--- src/hdl/tets_pkg.sv ---
// shared types and constants of the timer event table scheduler
`timescale 1ns / 1ps
`default_nettype none
package tets_pkg;
  localparam int Entries = 16;
  localparam int MaxResults = 16;
  localparam int SlotW = $clog2(Entries);
  localparam int CntW = $clog2(MaxResults + 1);

  localparam logic [1:0] OP_POST   = 2'd0;
  localparam logic [1:0] OP_CANCEL = 2'd1;
  localparam logic [1:0] OP_QUERY  = 2'd2;
  localparam logic [1:0] OP_TICK   = 2'd3;

  localparam logic [1:0] KIND_STATUS   = 2'd0;
  localparam logic [1:0] KIND_QUERY    = 2'd1;
  localparam logic [1:0] KIND_DISPATCH = 2'd2;

  localparam logic [1:0] ST_OK      = 2'd0;
  localparam logic [1:0] ST_BADPRIO = 2'd1;
  localparam logic [1:0] ST_PRESENT = 2'd2;
  localparam logic [1:0] ST_NOROOM  = 2'd3;

  localparam logic REG_LOWEST_PRIO = 1'b0;
  localparam logic REG_MIN_DELAY   = 1'b1;

  typedef struct packed {
    logic [1:0]  operation;
    logic [7:0]  task_id;
    logic [31:0] due_at;
    logic        relative;
    logic [7:0]  priority_req;
    logic [31:0] period;
    logic [31:0] argument;
  } in_item_t;

  typedef struct packed {
    logic [1:0]  kind;
    logic [1:0]  status;
    logic        present;
    logic [7:0]  task_out;
    logic [7:0]  priority_out;
    logic [31:0] argument_out;
    logic        last;
  } out_item_t;
endpackage
`default_nettype wire

--- src/hdl/timer_event_table_scheduler.sv ---
// timer event table scheduler top level
//
// One table slot is read per cycle through a single compare unit. After a
// post, cancel or query transfer busy stays high through the search pass and
// the single result appears in the first cycle with busy low. A tick adds a
// fire state and a further pass for every dispatch (at most MaxResults of
// them); each dispatch is held until the next search pass shows whether
// another follows, so it appears in the cycle after that pass ends and the
// last one in the first cycle with busy low. Results appear as single-cycle
// out_valid strobes that the receiver cannot stall.
`timescale 1ns / 1ps
`default_nettype none
module timer_event_table_scheduler
  import tets_pkg::*;
(
  input  wire logic       clk,
  input  wire logic       rst_n,
  input  wire logic       start,
  output logic            busy,
  input  wire in_item_t   in_item,
  output logic            out_valid,
  output out_item_t       out_item,
  input  wire logic       cfg_valid,
  output logic            cfg_ready,
  input  wire logic [0:0] cfg_index,
  input  wire logic [7:0] cfg_data
);
  localparam logic [2:0] S_IDLE = 3'd0;
  localparam logic [2:0] S_SCAN = 3'd1;
  localparam logic [2:0] S_DONE = 3'd2;
  localparam logic [2:0] S_FIRE = 3'd3;

  logic [2:0]       state_r, state_nxt;
  logic [7:0]       lowp_r, mind_r;
  logic [31:0]      tick_r;
  logic [7:0]       etask_r [Entries];
  logic [Entries-1:0] fired_r;
  logic [31:0]      eft_m [Entries];
  logic [7:0]       epri_m [Entries];
  logic [31:0]      eper_m [Entries];
  logic [31:0]      earg_m [Entries];
  in_item_t         req_r;
  logic [31:0]      at_r;
  logic [SlotW:0]   idx_r;
  logic             found_r, free_ok_r;
  logic [SlotW-1:0] hit_r, free_r, best_r;
  logic             best_ok_r;
  logic [31:0]      bd_r;
  logic [CntW-1:0]  n_r;
  logic             outv_r;
  logic             pend_r;
  out_item_t        out_r;
  // registered memory read of the current slot
  logic [31:0]      rft_r;
  logic [SlotW-1:0] rslot_r;
  logic             rv_r;

  logic [SlotW-1:0] slot;
  logic [31:0]      delay;
  logic             armed;
  logic             fire_go;

  function automatic out_item_t make_out(logic [1:0] kind, logic [1:0] status,
                                         logic present, logic [7:0] tsk,
                                         logic [7:0] prio, logic [31:0] arg,
                                         logic lst);
    out_item_t r;
    r.kind = kind;
    r.status = status;
    r.present = present;
    r.task_out = tsk;
    r.priority_out = prio;
    r.argument_out = arg;
    r.last = lst;
    return r;
  endfunction

  assign busy      = (state_r != S_IDLE);
  assign cfg_ready = !busy;
  assign out_valid = outv_r;
  assign out_item  = out_r;
  assign slot      = idx_r[SlotW-1:0];
  assign armed     = (etask_r[rslot_r] != 8'd0);
  assign delay     = rft_r - tick_r;
  assign fire_go   = req_r.operation == OP_TICK && best_ok_r &&
                     $signed(bd_r) <= $signed({24'd0, mind_r}) &&
                     n_r != CntW'(MaxResults);

  always_ff @(posedge clk) begin
    rft_r   <= eft_m[slot];
    rslot_r <= slot;
    if (state_r == S_DONE && req_r.operation == OP_POST && !found_r && free_ok_r &&
        req_r.priority_req <= lowp_r && req_r.due_at != 32'd0 &&
        req_r.task_id != 8'd0) begin
      eft_m[free_r]  <= at_r;
      epri_m[free_r] <= req_r.priority_req;
      eper_m[free_r] <= req_r.period;
      earg_m[free_r] <= req_r.argument;
    end else if (state_r == S_DONE && req_r.operation == OP_POST && found_r &&
                 req_r.priority_req <= lowp_r && req_r.due_at != 32'd0 &&
                 epri_m[hit_r] == req_r.priority_req) begin
      eft_m[hit_r]  <= at_r;
      eper_m[hit_r] <= req_r.period;
    end else if (state_r == S_FIRE && eper_m[best_r] != 32'd0) begin
      eft_m[best_r] <= tick_r + eper_m[best_r];
    end
  end

  always_comb begin
    state_nxt = state_r;
    case (state_r)
      S_IDLE: if (start) state_nxt = S_SCAN;
      S_SCAN: if (rv_r && rslot_r == SlotW'(Entries - 1)) state_nxt = S_DONE;
      S_DONE: state_nxt = fire_go ? S_FIRE : S_IDLE;
      S_FIRE: state_nxt = S_SCAN;
      default: state_nxt = S_IDLE;
    endcase
  end

  always_ff @(posedge clk) begin
    if (!rst_n) begin
      state_r <= S_IDLE;
      lowp_r  <= 8'd7;
      mind_r  <= 8'd2;
      tick_r  <= '0;
      outv_r  <= 1'b0;
      pend_r  <= 1'b0;
      rv_r    <= 1'b0;
      fired_r <= '0;
      for (int i = 0; i < Entries; i++) etask_r[i] <= 8'd0;
    end else begin
      state_r <= state_nxt;
      if (cfg_valid && cfg_ready) begin
        if (cfg_index == REG_LOWEST_PRIO) lowp_r <= cfg_data;
        else mind_r <= cfg_data;
      end
      case (state_r)
        S_IDLE: begin
          rv_r   <= 1'b0;
          outv_r <= 1'b0;
          if (start) begin
            req_r     <= in_item;
            at_r      <= in_item.relative ? tick_r + in_item.due_at : in_item.due_at;
            idx_r     <= '0;
            found_r   <= 1'b0;
            free_ok_r <= 1'b0;
            best_ok_r <= 1'b0;
            n_r       <= '0;
            fired_r   <= '0;
            pend_r    <= 1'b0;
            if (in_item.operation == OP_TICK) tick_r <= tick_r + 32'd1;
          end
        end
        S_SCAN: begin
          outv_r <= 1'b0;
          if (!idx_r[SlotW] || Entries == 1) idx_r <= idx_r + 1'b1;
          rv_r <= 1'b1;
          if (rv_r) begin
            if (!armed && !free_ok_r) begin
              free_ok_r <= 1'b1;
              free_r    <= rslot_r;
            end
            if (armed && !found_r && etask_r[rslot_r] == req_r.task_id) begin
              found_r <= 1'b1;
              hit_r   <= rslot_r;
            end
            // earliest due, ties to lowest slot
            if (armed && !fired_r[rslot_r] &&
                (!best_ok_r || $signed(delay) < $signed(bd_r))) begin
              best_ok_r <= 1'b1;
              best_r    <= rslot_r;
              bd_r      <= delay;
            end
          end
        end
        S_DONE: begin
          rv_r  <= 1'b0;
          idx_r <= '0;
          case (req_r.operation)
            OP_POST: begin
              outv_r <= 1'b1;
              if (req_r.priority_req > lowp_r)
                out_r <= make_out(KIND_STATUS, ST_BADPRIO, 1'b0, req_r.task_id, 8'd0,
                                  32'd0, 1'b1);
              else if (req_r.due_at == 32'd0)
                out_r <= make_out(KIND_DISPATCH, ST_OK, 1'b0, req_r.task_id,
                                  req_r.priority_req, req_r.argument, 1'b1);
              else if (req_r.task_id == 8'd0)
                out_r <= make_out(KIND_STATUS, ST_PRESENT, 1'b0, req_r.task_id, 8'd0,
                                  32'd0, 1'b1);
              else if (found_r)
                out_r <= make_out(KIND_STATUS,
                                  (epri_m[hit_r] == req_r.priority_req) ? ST_OK : ST_PRESENT,
                                  1'b0, req_r.task_id, 8'd0, 32'd0, 1'b1);
              else if (free_ok_r) begin
                out_r <= make_out(KIND_STATUS, ST_OK, 1'b0, req_r.task_id, 8'd0,
                                  32'd0, 1'b1);
                etask_r[free_r] <= req_r.task_id;
              end else
                out_r <= make_out(KIND_STATUS, ST_NOROOM, 1'b0, req_r.task_id, 8'd0,
                                  32'd0, 1'b1);
            end
            OP_CANCEL: begin
              outv_r <= 1'b1;
              out_r  <= make_out(KIND_STATUS, found_r ? ST_OK : ST_PRESENT, 1'b0,
                                 req_r.task_id, 8'd0, 32'd0, 1'b1);
              if (found_r) etask_r[hit_r] <= 8'd0;
            end
            OP_QUERY: begin
              outv_r <= 1'b1;
              out_r  <= make_out(KIND_QUERY, ST_OK, found_r, req_r.task_id, 8'd0,
                                 32'd0, 1'b1);
            end
            default: begin
              // held dispatch goes out once the pass shows whether another follows
              outv_r <= pend_r;
              out_r  <= make_out(KIND_DISPATCH, ST_OK, 1'b0, out_r.task_out,
                                 out_r.priority_out, out_r.argument_out, !fire_go);
            end
          endcase
        end
        S_FIRE: begin
          outv_r    <= 1'b0;
          out_r     <= make_out(KIND_DISPATCH, ST_OK, 1'b0, etask_r[best_r],
                                epri_m[best_r], earg_m[best_r], 1'b0);
          pend_r    <= 1'b1;
          fired_r[best_r] <= 1'b1;
          n_r       <= n_r + 1'b1;
          best_ok_r <= 1'b0;
          if (eper_m[best_r] == 32'd0) etask_r[best_r] <= 8'd0;
        end
        default: outv_r <= 1'b0;
      endcase
    end
  end
endmodule
`default_nettype wire

--- config.mk ---
export PLATFORM = sky130hd
export DESIGN_NAME = timer_event_table_scheduler
export DESIGN_NICKNAME = d
export VERILOG_FILES = /design/src/hdl/tets_pkg.sv /design/src/hdl/timer_event_table_scheduler.sv
export SDC_FILE = /design/constraint.sdc
export NUM_CORES = 2
export LEC_CHECK = 0
export ABC_AREA = 1
export BUFFER_PORTS_ARGS = -buffer_cell sky130_fd_sc_hd__buf_4
export CAP_MARGIN = 30
export CORE_UTILIZATION = 59
export CTS_BUF_LIST = sky130_fd_sc_hd__clkbuf_4
export DETAILED_ROUTE_END_ITERATION = 8
export MAX_ROUTING_LAYER = met4
export PLACE_DENSITY = 0.87
export REMOVE_ABC_BUFFERS = 1
export SYNTH_ARGS = -nofsm -noshare
export SYNTH_HDL_FRONTEND = slang
export SYNTH_SLANG_ARGS = --single-unit
--- constraint.sdc ---
create_clock -name clk -period 8.47 [get_ports clk]
set_clock_uncertainty 0.05 [all_clocks]
set_input_delay 1.694 -clock clk [delete_from_list [all_inputs] [get_ports clk]]
set_output_delay 1.694 -clock clk [all_outputs]
set_load 0.02 [all_outputs]
==> impl_metrics.yaml <==
drt:
  drcViolationCount: 1
  post_drt_via_cell_ratio: 6.40
  vias: 71803
  dr.pass1.iters: 9
  routedWlPerCell_um: 24.2
  drtIter0Drc: 11803
  ant_nets: 0
  finalWirelength_um: 272000
place:
  dp.cells: 10261
  port_buffers: 184
  placed_area_um2: 97900
  dp_hpwl_um: 154000
  gp_congestion: 0.962
synth:
  yosys_warnings: 0
  synthCells: 8352
  async_flop_share: 0
  synth-edff-count: 2049
  syn_area_per_cell_um2: 11.3
  yosys_register_bits: 2162
  ys_seq_area_frac: 0.677
  synth_ff_type: "edfxtp_1"
  yosysUniqueCellTypes: 55
  netlist_area_um2: 94200
cts:
  cts_buffers: 555
  root_buffer: "clkbuf_4"
  htreeDepth: 6
  cts.sinks: 2162
  post_cts_buffers: 0
  clock_latency_ps: 1400
  cts_tree: "built"
  clkTransAtPathRegs_ps: 70
  cts_resized: 0
  clockBufferDepth: 4
  ctsHoldBuffers: 0
global_route:
  grt_overflow: 0
  grt_usage: 0.339
  grt_pass1_wl_um: 405000
  antenna_found_initial: 6
  grt_pass1_vias: 70221
  grt_max_degree: 248
timing:
  hold_violations: 0
  slew_headroom: 0.0653
  post-route-period-util: 0.741
  setup-violations-final: 0
  worst_pin_slew_ps: 1400
  slew_violations: 0
  max_freq_ghz: 0.159
  finalCriticalPeriod_ps: 6280
  fin_setup_tns_ps: 0
  rsz0062_at_grt: "no"
worst_setup_path:
  crit_required_ps: 9380
  worstRegToRegCells: 20
  critPathLaunchType: "register"
  worstSetupEndpointType: "register"
  crit_fanout: 185
  worstPathArrival_ps: 7190
  worstSetupPathType: "reg -> reg"
flow_run:
  cap_violations: 0
final_layout:
  instances_no_fill: 11219
  finish.utilization: 0.662
  nets: 9045
  drive_gt1_frac: 0.148
  area_growth_pct: 11.2
  fin_area_um2: 105000
floorplan:
  dieHeight_um: 402
  coreArea_um2: 158000
  dieArea_um2: 161000
  die_w_um: 402
  fp-row-count: 146
  top_level_ports: 185
  start_util: 0.595
power:
  p_leak_nw: 37.7
  ir_drop_mv: 0.189
  power.density_nw_per_um2: 254
status:
  violations: "DRC"
  outcome: "finished with violations"
min_path:
  holdCritPathClass: "reg -> reg"
  hold_depth: 2
[Yosys cell counts, types with 37 or more instances]
master,count,area share
edfxtp_1,2049,0.65
nor2_1,1170,0.047
o21ai_0,1109,0.059
nand3_1,436,0.023
dfxtp_1,113,0.024
xor2_1,57,0.0053
buf_2,81,0.0043
ha_1,154,0.020
inv_1,469,0.019
nand2_1,998,0.040
o22ai_1,281,0.019
nor3_1,81,0.0043
nor2_2,37,0.0025
o211ai_1,135,0.011
a21oi_1,407,0.022
clkbuf_1,340,0.014
[power breakdown]
group,internal [mW],switching (mW)
sequential,12.4,0.393
combinational,1.46,3.55
clock,4.57,4.25
total,18.4,8.20
[kinds of logic (layout without fill, tap and decap cells)]
| family | after synthesis | in the layout | synth area share |
|---|---|---|---|
| AND/OR/NAND/NOR | 2865 | 2865 | 0.128 |
| other | 0 | 8 | 0 |
| XOR/XNOR | 92 | 92 | 0.00855 |
| adder cells (fa/ha/maj) | 157 | 157 | 0.0211 |
| AO/OA/AOI/OAI | 2115 | 2115 | 0.125 |
| buffers and inverters | 961 | 1748 | 0.0408 |
| flip-flops | 2162 | 2162 | 0.677 |
[worst max-delay path, stage by stage (launching register included)]
cell      delay [ps]
dfxtp_4          930
clkinv_8         750
buf_4            620
nor2_1           200
nor2_1            50
o21ai_0          100
nand3_1           90
nand3_1          130
nand2_1          180
nor2_1           140
nand2_1           70
nor2_1           110
nand2_2          100
nor2_8           260
nor2_2           140
nand2_2          170
nand2_1           70
nand2_1          100
nand3_1          320
nor2_4           730
buf_4            440
[layout make-up]
type / count / area [um2]
multi-input cells: 5229 / 27000
clock buffers: 793 / 5950
fillers: 10645 / 53600
repair buffers: 333 / 2810
clock inverters: 143 / 808
flip-flops and latches: 2162 / 63800
diodes: 8 / 20.0
inverters: 479 / 1830
well taps: 2072 / 2590
[flip-flops by register name, summed over array words and instances (netlist names), 16 cells and up, named ones only]
name,flops
eper_m,512
rft_r,32
bd_r,32
fired_r,16
req_r,114
etask_r,128
out_item,54
at_r,32
tick_r,32
eft_m,512
epri_m,128
earg_m,512
[layer usage]
metal  track usage  wire, um  share of wire  vias to the layer above
li1              -         -              -                    31177
met1         0.419     92300           0.34                    33491
met2         0.518    126000           0.46                     5976
met5             -         0              0                        -
met3        0.0817     38200           0.14                     1159
met4         0.182     15100          0.056                        0
[metrics by stage]
stage / hold slack [ps] / setup slack [ps] / power, mW
2_1_floorplan: 385 / -17560 / 16.0
3_3_place_gp: 394 / 2340 / 17.5
3_5_place_dp: 404 / 2280 / 17.7
4_1_cts: 312 / 2220 / 26.4
5_1_grt: 351 / 1750 / 27.5
6_report: 418 / 2190 / 26.6
[worst paths after layout]
check	start	end	slack, ps
max	register	eft_m[11][14]$_DFFE_PP_	2190
min	lowp_r[6]$_SDFFE_PN0P_	lowp_r[6]$_SDFFE_PN0P_	420
max reg2reg	register	eft_m[11][14]$_DFFE_PP_	2190
min reg2reg	lowp_r[6]$_SDFFE_PN0P_	lowp_r[6]$_SDFFE_PN0P_	420
[layout by cell type, fill, tap and decap left out, types with 22 or more instances in the layout]
cell type / Yosys / routed
inv_1: 469 / 462
nor3_2: 23 / 23
o21ai_1: 34 / 34
inv_2: 4 / 26
or2_2: 23 / 23
nor4_1: 24 / 24
a221o_1: 32 / 32
edfxtp_1: 2049 / 2049
nand3_1: 436 / 435
a21oi_1: 407 / 407
nand2_1: 998 / 998
nor2_4: 0 / 50
o21ai_0: 1109 / 1109
nor3_1: 81 / 81
nand4_1: 35 / 35
o211ai_1: 135 / 135
clkbuf_4: 0 / 795
ha_1: 154 / 154
xnor2_1: 35 / 35
nor2_1: 1170 / 1120
clkinv_1: 5 / 102
xor2_1: 57 / 57
nor2_2: 37 / 37
dfxtp_1: 113 / 106
buf_4: 16 / 296
o22ai_1: 281 / 281
a211oi_1: 22 / 22
No activity file was read; power rests on OpenSTA's default activity.
